File: src/sv/flpte_pkg.sv
// shared types, constants and codes of the four-level page table engine
package flpte_pkg;

    localparam int TABLE_FRAMES_DEF = 16;
    localparam int ENTRY_W          = 64;
    localparam int IDX_W            = 9;
    localparam int ENTRIES          = 512;
    localparam int PAGE_SHIFT       = 12;
    localparam int PA_W             = 52;
    localparam int VA_W             = 48;
    localparam int PFN_W            = PA_W - PAGE_SHIFT;
    localparam int VPN_W            = VA_W - PAGE_SHIFT;
    localparam int FLAGS_W          = 5;
    localparam int LEVELS           = 4;

    localparam logic [1:0] LAST_LEVEL = 2'(LEVELS - 1);

    localparam logic [1:0] CMD_MAP       = 2'd0;
    localparam logic [1:0] CMD_UNMAP     = 2'd1;
    localparam logic [1:0] CMD_TRANSLATE = 2'd2;

    localparam logic [2:0] STS_OK         = 3'd0;
    localparam logic [2:0] STS_MISALIGNED = 3'd1;
    localparam logic [2:0] STS_NOT_MAPPED = 3'd2;
    localparam logic [2:0] STS_NO_SPACE   = 3'd3;
    localparam logic [2:0] STS_BAD_PTR    = 3'd4;

    // present, writable and user bits of a table entry
    localparam logic [ENTRY_W-1:0] ENT_TABLE_BITS = 64'h7;

    typedef struct packed {
        logic [1:0]         command;
        logic [VA_W-1:0]    virt_addr;
        logic [PA_W-1:0]    phys_addr_in;
        logic [FLAGS_W-1:0] page_flags;
    } in_t;

    typedef struct packed {
        logic [2:0]      status;
        logic [PA_W-1:0] phys_addr_out;
    } out_t;

endpackage

File: src/sv/flpte_walker.sv
// table walk sequencer: clearing pass, level walk, frame allocation and leaf update
module flpte_walker
    import flpte_pkg::*;
#(
    parameter int TABLE_FRAMES = TABLE_FRAMES_DEF
) (
    input  logic                  aclk,
    input  logic                  aresetn,
    input  logic [PFN_W-1:0]      base_pfn,
    input  logic                  in_valid,
    output logic                  in_ready,
    input  in_t                   in_data,
    output logic                  res_valid,
    input  logic                  res_ready,
    output out_t                  res_data,
    output logic                  mem_we,
    output logic [$clog2(TABLE_FRAMES)+IDX_W-1:0] mem_addr,
    output logic [ENTRY_W-1:0]    mem_wdata,
    input  logic [ENTRY_W-1:0]    mem_rdata
);

    localparam int FRAME_W = $clog2(TABLE_FRAMES);
    localparam int ADDR_W  = FRAME_W + IDX_W;
    localparam int DEPTH   = TABLE_FRAMES * ENTRIES;
    localparam int NFREE_W = $clog2(TABLE_FRAMES + 1);

    typedef enum logic [2:0] {
        S_CLEAR,
        S_IDLE,
        S_READ,
        S_EVAL,
        S_FILL,
        S_ALLOC,
        S_RESP
    } state_t;

    state_t               state_reg;
    logic [1:0]           level_reg;
    logic [FRAME_W-1:0]   frame_reg;
    logic [1:0]           cmd_reg;
    logic [VPN_W-1:0]     va_reg;
    logic [PFN_W-1:0]     pa_reg;
    logic [FLAGS_W-1:0]   flags_reg;
    logic [ADDR_W-1:0]    ent_addr_reg;
    logic [ADDR_W-1:0]    clr_reg;
    logic [NFREE_W-1:0]   next_free_reg;
    logic                 dirty_vld_reg;
    logic [FRAME_W-1:0]   dirty_max_reg;
    out_t                 res_reg;

    logic [5:0]           vshift;
    logic [IDX_W-1:0]     idx;
    logic [ADDR_W-1:0]    read_addr;
    logic [PFN_W-1:0]     ent_pfn;
    logic                 present;
    logic [PFN_W-1:0]     ptr_off;
    logic                 bad_ptr;
    logic [FRAME_W-1:0]   nf_frame;
    logic                 space_full;
    logic                 need_clear;
    logic [ENTRY_W-1:0]   alloc_entry;
    logic [ENTRY_W-1:0]   leaf_entry;
    logic                 is_map;
    logic                 is_unmap;
    logic                 fill_last;
    logic                 clear_last;
    logic                 leaf_write;
    logic                 misaligned;
    logic                 dirty_hit;

    always_comb begin
        vshift      = 6'(IDX_W) * (6'(LAST_LEVEL) - 6'(level_reg));
        idx         = IDX_W'(va_reg >> vshift);
        read_addr   = {frame_reg, idx};
        ent_pfn     = mem_rdata[PA_W-1:PAGE_SHIFT];
        present     = mem_rdata[0];
        ptr_off     = ent_pfn - base_pfn;
        bad_ptr     = ptr_off >= PFN_W'(TABLE_FRAMES);
        nf_frame    = next_free_reg[FRAME_W-1:0];
        space_full  = next_free_reg >= NFREE_W'(TABLE_FRAMES);
        need_clear  = dirty_vld_reg && (dirty_max_reg >= nf_frame);
        alloc_entry = ENTRY_W'({base_pfn + PFN_W'(next_free_reg), PAGE_SHIFT'(0)})
                    | ENT_TABLE_BITS;
        leaf_entry  = {flags_reg[4], 11'b0, pa_reg, 7'b0, flags_reg[3:0], 1'b1};
        is_map      = cmd_reg == CMD_MAP;
        is_unmap    = cmd_reg == CMD_UNMAP;
        fill_last   = clr_reg[IDX_W-1:0] == {IDX_W{1'b1}};
        clear_last  = clr_reg == ADDR_W'(DEPTH - 1);
        leaf_write  = (state_reg == S_EVAL) && (level_reg == LAST_LEVEL)
                    && ((is_map && !present) || (is_unmap && present));
        misaligned  = ((in_data.command == CMD_MAP)
                       && ((in_data.virt_addr[PAGE_SHIFT-1:0] != '0)
                           || (in_data.phys_addr_in[PAGE_SHIFT-1:0] != '0)))
                    || ((in_data.command == CMD_UNMAP)
                        && (in_data.virt_addr[PAGE_SHIFT-1:0] != '0));
        dirty_hit   = !dirty_vld_reg || (frame_reg > dirty_max_reg);
    end

    always_comb begin
        unique case (state_reg)
            S_CLEAR: begin
                mem_we    = 1'b1;
                mem_addr  = clr_reg;
                mem_wdata = '0;
            end
            S_READ: begin
                mem_we    = 1'b0;
                mem_addr  = read_addr;
                mem_wdata = '0;
            end
            S_EVAL: begin
                mem_we    = leaf_write;
                mem_addr  = ent_addr_reg;
                mem_wdata = is_map ? leaf_entry : '0;
            end
            S_FILL: begin
                mem_we    = 1'b1;
                mem_addr  = {nf_frame, clr_reg[IDX_W-1:0]};
                mem_wdata = '0;
            end
            S_ALLOC: begin
                mem_we    = 1'b1;
                mem_addr  = ent_addr_reg;
                mem_wdata = alloc_entry;
            end
            default: begin
                mem_we    = 1'b0;
                mem_addr  = ent_addr_reg;
                mem_wdata = '0;
            end
        endcase
    end

    assign in_ready  = state_reg == S_IDLE;
    assign res_valid = state_reg == S_RESP;
    assign res_data  = res_reg;

    always_ff @(posedge aclk) begin
        if (!aresetn) begin
            state_reg     <= S_CLEAR;
            clr_reg       <= '0;
            next_free_reg <= NFREE_W'(1);
            dirty_vld_reg <= 1'b0;
        end else begin
            unique case (state_reg)
                S_CLEAR: begin
                    clr_reg <= clr_reg + 1'b1;
                    if (clear_last) begin
                        state_reg <= S_IDLE;
                    end
                end
                S_IDLE: begin
                    if (in_valid) begin
                        cmd_reg   <= in_data.command;
                        va_reg    <= in_data.virt_addr[VA_W-1:PAGE_SHIFT];
                        pa_reg    <= in_data.phys_addr_in[PA_W-1:PAGE_SHIFT];
                        flags_reg <= in_data.page_flags;
                        level_reg <= '0;
                        frame_reg <= '0;
                        if (misaligned) begin
                            res_reg.status        <= STS_MISALIGNED;
                            res_reg.phys_addr_out <= '0;
                            state_reg             <= S_RESP;
                        end else begin
                            state_reg <= S_READ;
                        end
                    end
                end
                S_READ: begin
                    ent_addr_reg <= read_addr;
                    state_reg    <= S_EVAL;
                end
                S_EVAL: begin
                    if (level_reg != LAST_LEVEL) begin
                        if (present) begin
                            if (bad_ptr) begin
                                res_reg.status        <= STS_BAD_PTR;
                                res_reg.phys_addr_out <= '0;
                                state_reg             <= S_RESP;
                            end else begin
                                frame_reg <= ptr_off[FRAME_W-1:0];
                                level_reg <= level_reg + 1'b1;
                                state_reg <= S_READ;
                            end
                        end else if (!is_map) begin
                            res_reg.status        <= STS_NOT_MAPPED;
                            res_reg.phys_addr_out <= '0;
                            state_reg             <= S_RESP;
                        end else if (space_full) begin
                            res_reg.status        <= STS_NO_SPACE;
                            res_reg.phys_addr_out <= '0;
                            state_reg             <= S_RESP;
                        end else if (need_clear) begin
                            clr_reg   <= '0;
                            state_reg <= S_FILL;
                        end else begin
                            state_reg <= S_ALLOC;
                        end
                    end else begin
                        if (present) begin
                            res_reg.status        <= STS_OK;
                            res_reg.phys_addr_out <= {ent_pfn, PAGE_SHIFT'(0)};
                        end else if (is_map) begin
                            res_reg.status        <= STS_OK;
                            res_reg.phys_addr_out <= {pa_reg, PAGE_SHIFT'(0)};
                        end else begin
                            res_reg.status        <= STS_NOT_MAPPED;
                            res_reg.phys_addr_out <= '0;
                        end
                        if (leaf_write && dirty_hit) begin
                            dirty_vld_reg <= 1'b1;
                            dirty_max_reg <= frame_reg;
                        end
                        state_reg <= S_RESP;
                    end
                end
                S_FILL: begin
                    clr_reg <= clr_reg + 1'b1;
                    if (fill_last) begin
                        state_reg <= S_ALLOC;
                    end
                end
                S_ALLOC: begin
                    next_free_reg <= next_free_reg + 1'b1;
                    frame_reg     <= nf_frame;
                    level_reg     <= level_reg + 1'b1;
                    if (dirty_hit) begin
                        dirty_vld_reg <= 1'b1;
                        dirty_max_reg <= frame_reg;
                    end
                    state_reg <= S_READ;
                end
                S_RESP: begin
                    if (res_ready) begin
                        state_reg <= S_IDLE;
                    end
                end
                default: begin
                    state_reg <= S_IDLE;
                end
            endcase
        end
    end

endmodule

File: config.mk
export PLATFORM = sky130hd
export DESIGN_NAME = flpte_walker
export DESIGN_NICKNAME = d
export VERILOG_FILES = /design/src/sv/flpte_pkg.sv /design/src/sv/flpte_walker.sv
export SDC_FILE = /design/constraint.sdc
export NUM_CORES = 1
export LEC_CHECK = 0
export ABC_AREA = 1
export BUFFER_PORTS_ARGS = -buffer_cell sky130_fd_sc_hd__buf_2
export CAP_MARGIN = 20
export CORE_ASPECT_RATIO = 1.4
export CORE_MARGIN = 2
export CORE_UTILIZATION = 59
export CTS_BUF_LIST = sky130_fd_sc_hd__clkbuf_2
export CTS_CLUSTER_SIZE = 14
export DETAILED_ROUTE_END_ITERATION = 7
export GPL_TIMING_DRIVEN = 0
export PLACE_DENSITY = 0.89
export SLEW_MARGIN = 15
export SYNTH_ARGS = -nofsm -noshare
export SYNTH_HDL_FRONTEND = slang
export SYNTH_SLANG_ARGS = --single-unit
File: constraint.sdc
create_clock -name aclk -period 14.2 [get_ports aclk]
set_input_delay 2.13 -clock aclk [delete_from_list [all_inputs] [get_ports aclk]]
set_output_delay 2.13 -clock aclk [all_outputs]
set_load 0.02 [all_outputs]
==> results.py <==
metrics = {
    "clock_tree": {
        "numCtsBuffers": 17,
        "cts_resized": 0,
        "postCtsSetupBuffers": 0,
        "cts_tree": "done",
        "hold_buffers": 0,
        "cts-htree-levels": 4,
        "root_buffer": "clkbuf_2",
        "cts.path.max_buffers": 2,
        "clkLatencyLatePin_ns": 0.82,
        "cts.clk_slew.worst_paths_ns": 0.26,
        "clock-sinks": 171,
    },
    "job": {
        "drv_cap": 0,
    },
    "logic_synthesis": {
        "yosysWarningCount": 0,
        "synth_area_per_cell_um2": 7.33,
        "netlist_area_um2": 12300,
        "synth_cell_types": 55,
        "synthCells": 1672,
        "yosysSeqAreaShare": 0.401,
        "synth_flop_cell": "edfxtp_1",
        "synth_area_leaders": "edfxtp_1, nand2_1, inv_1",
        "synth_edf_count": 149,
        "synth_most_common_cell": "nand2_1",
        "synth_top_cells_by_count": "nand2_1, inv_1, nor2_1",
        "async_reset_ff_frac": 0,
        "yosys.area.top_type": "edfxtp_1",
        "yosys_register_bits": 171,
        "synth_top_area_share": 0.365,
    },
    "outcome": {
        "outcome": "finished clean",
    },
    "pwr": {
        "power.share.sequential": 0.498,
        "p_clk_frac": 0.251,
        "p_total_w": 0.00113,
        "peakVddDrop_uv": 59.4,
        "power_density_nw_per_um2": 77.6,
        "combPwrFrac": 0.251,
        "p_int_w": 0.000742,
        "p_switching_w": 0.000390,
        "swShare": 0.344,
        "power_leakage_nw": 6.97,
    },
    "setup_path": {
        "worstPathRequired_ns": 12.07,
        "rrSetupSlack_ns": 11.25,
        "reg2reg_depth": 7,
        "cp-start-kind": "input port",
        "path_class": "in -> out",
        "worstReg2RegEnd": "dirty_max_reg[0]$_DFFE_PP_",
        "end_kind": "primary output",
        "critPathMaxFanout": 5,
        "arrival_ns": 4.86,
        "reg2reg_from": "state_reg[2]$_SDFFE_PN0P_",
    },
    "floorplanning": {
        "die_area_um2": 22000,
        "die_h_um": 175,
        "die-width_um": 126,
        "placementRows": 62,
        "coreArea_um2": 20500,
        "start_util": 0.598,
        "io-pin-count": 350,
    },
    "sta": {
        "finalMaxSlewViolations": 0,
        "relSlewSlack": 0.308,
        "finalSetupViolations": 0,
        "fin_crit_ns": 6.99,
        "fin_crit_sh": 0.492,
        "hold_viol": 0,
        "finClkSkew_ns": 0.0402,
        "fmax_ghz": 0.143,
        "fin_ws_ns": 7.21,
        "rsz0062_at_grt": "no",
        "tns_ns": 0,
        "worst_pin_slew_ns": 1.03,
    },
    "finish": {
        "largest_reg_flops": 43,
        "area_growth_pct": 19.0,
        "drive_gt1_frac": 0.199,
        "fin_nets": 2296,
    },
    "routing": {
        "first_iter_violations": 1534,
        "vias_per_cell": 5.92,
        "wl_per_cell_um": 20.4,
        "detail-route-antenna-nets": 0,
        "via_count": 13571,
        "wirelength_mm": 46.8,
        "drc": 0,
        "detailedRoute.firstPassIterationCount": 8,
    },
    "placed_design": {
        "io_buffer_count": 296,
        "post-place-ws_ns": 7.37,
        "gp_congestion": 1.04,
        "dp_hpwl_mm": 38.0,
    },
    "min_path": {
        "worstHoldStart": "clr_reg[0]$_SDFFE_PN0P_",
        "worstHoldPathCells": 2,
        "worstHoldPathType": "reg -> reg",
        "holdPathEnd": "clr_reg[0]$_SDFFE_PN0P_",
    },
    "global_routing": {
        "grt_max_degree": 27,
        "grt.overflow.total": 0,
        "grt_pass1_wl_mm": 71.0,
        "grt_use_total": 0.420,
        "antenna_found_initial": 1,
        "grt_pass1_vias": 13122,
    },
}
-- worst max-delay path, stage by stage --
cell	delay [ns]
buf_2	0.11
ha_1	0.33
nand3_1	0.09
nand2_1	0.10
nand2_1	0.07
nand2_1	0.06
a21oi_1	0.07
nor2_1	0.23
nand2_1	0.15
nor2_2	0.23
nand2_1	0.14
inv_1	0.14
nand3_2	0.14
nor2_2	0.16
a21oi_1	0.08
o31ai_1	0.35
buf_2	0.26
-- worst max-delay path by stage --
stage / slack, ns / depth (start not counted) / startpoint / end
floorplan: 7.83 / 18 / mem_rdata[12] / res_data[12]$_SDFFCE_PN0P_
global placement: 6.03 / 16 / base_pfn[10] / res_data[34]$_SDFFCE_PN0P_
detailed placement: 7.37 / 16 / base_pfn[2] / mem_wdata[37]
CTS: 7.35 / 19 / base_pfn[0] / mem_wdata[50]
global route: 7.03 / 17 / base_pfn[2] / mem_wdata[37]
finish: 7.21 / 17 / base_pfn[2] / mem_wdata[47]
-- layout by cell type (no fill, tap or decap), types with 30 or more instances in the layout --
cell / synthesis / routed
nand3_1: 105 / 105
ha_1: 57 / 57
edfxtp_1: 149 / 149
conb_1: 1 / 30
nor2_1: 162 / 160
nor3_1: 30 / 30
inv_1: 228 / 228
buf_4: 30 / 30
nand2_1: 500 / 500
buf_2: 1 / 297
a21oi_1: 106 / 105
clkbuf_1: 33 / 33
o21ai_0: 80 / 80
-- cells by family after synthesis --
| group | Yosys count | share of synthesized area |
|---|---|---|
| and+or+nand+nor | 872 | 0.306 |
| DFF | 171 | 0.401 |
| other | 1 | 0.000306 |
| adders and majority gates | 59 | 0.0615 |
| AOI/OAI and AO/OA | 258 | 0.122 |
| buffers and inverters | 300 | 0.101 |
| xor gates and xnor gates | 11 | 0.00786 |
-- power by group through the flow --
stage,clock network (W),logic [W],registers (W)
after floorplan,0,0.000173,0.000576
after global placement,0,0.000266,0.000575
after detailed placement,0,0.000275,0.000573
after CTS,0.000281,0.000277,0.000563
after global routing,0.000297,0.000312,0.000564
final,0.000284,0.000284,0.000563
-- per-stage QoR --
stage	hold slack [ns]	util	cells	cell area, um2
final	0.522	0.712	2294	14600
after global routing	0.551	0.712	2292	14600
after CTS	0.516	0.711	2290	14600
after detailed placement	0.478	0.699	2258	14300
after global placement	0.465	0.692	2253	14200
after floorplan	0.445	-	1701	12400
-- area by class of cell --
| cell class | instances | area [um2] |
|---|---|---|
| Antenna cell | 3 | 7.51 |
| Buffer | 65 | 358 |
| Clock buffer | 19 | 95.1 |
| Clock inverter | 13 | 156 |
| Fill cell | 1673 | 5890 |
| Inverter | 235 | 883 |
| Multi-Input combinational cell | 1230 | 6230 |
| Sequential cell | 171 | 4910 |
| Tap cell | 256 | 320 |
| Timing Repair Buffer | 302 | 1620 |
-- layer usage --
metal | wire [um] | global-route usage | vias to the layer above | share of wire
li1 | - | - | 6211 | -
met1 | 16700 | 0.514 | 6222 | 0.36
met2 | 22800 | 0.723 | 950 | 0.49
met3 | 4490 | 0.0569 | 188 | 0.096
met4 | 2770 | 0.215 | 0 | 0.059
met5 | 0 | 0 | - | 0
Power figures use the tool's default switching activity.
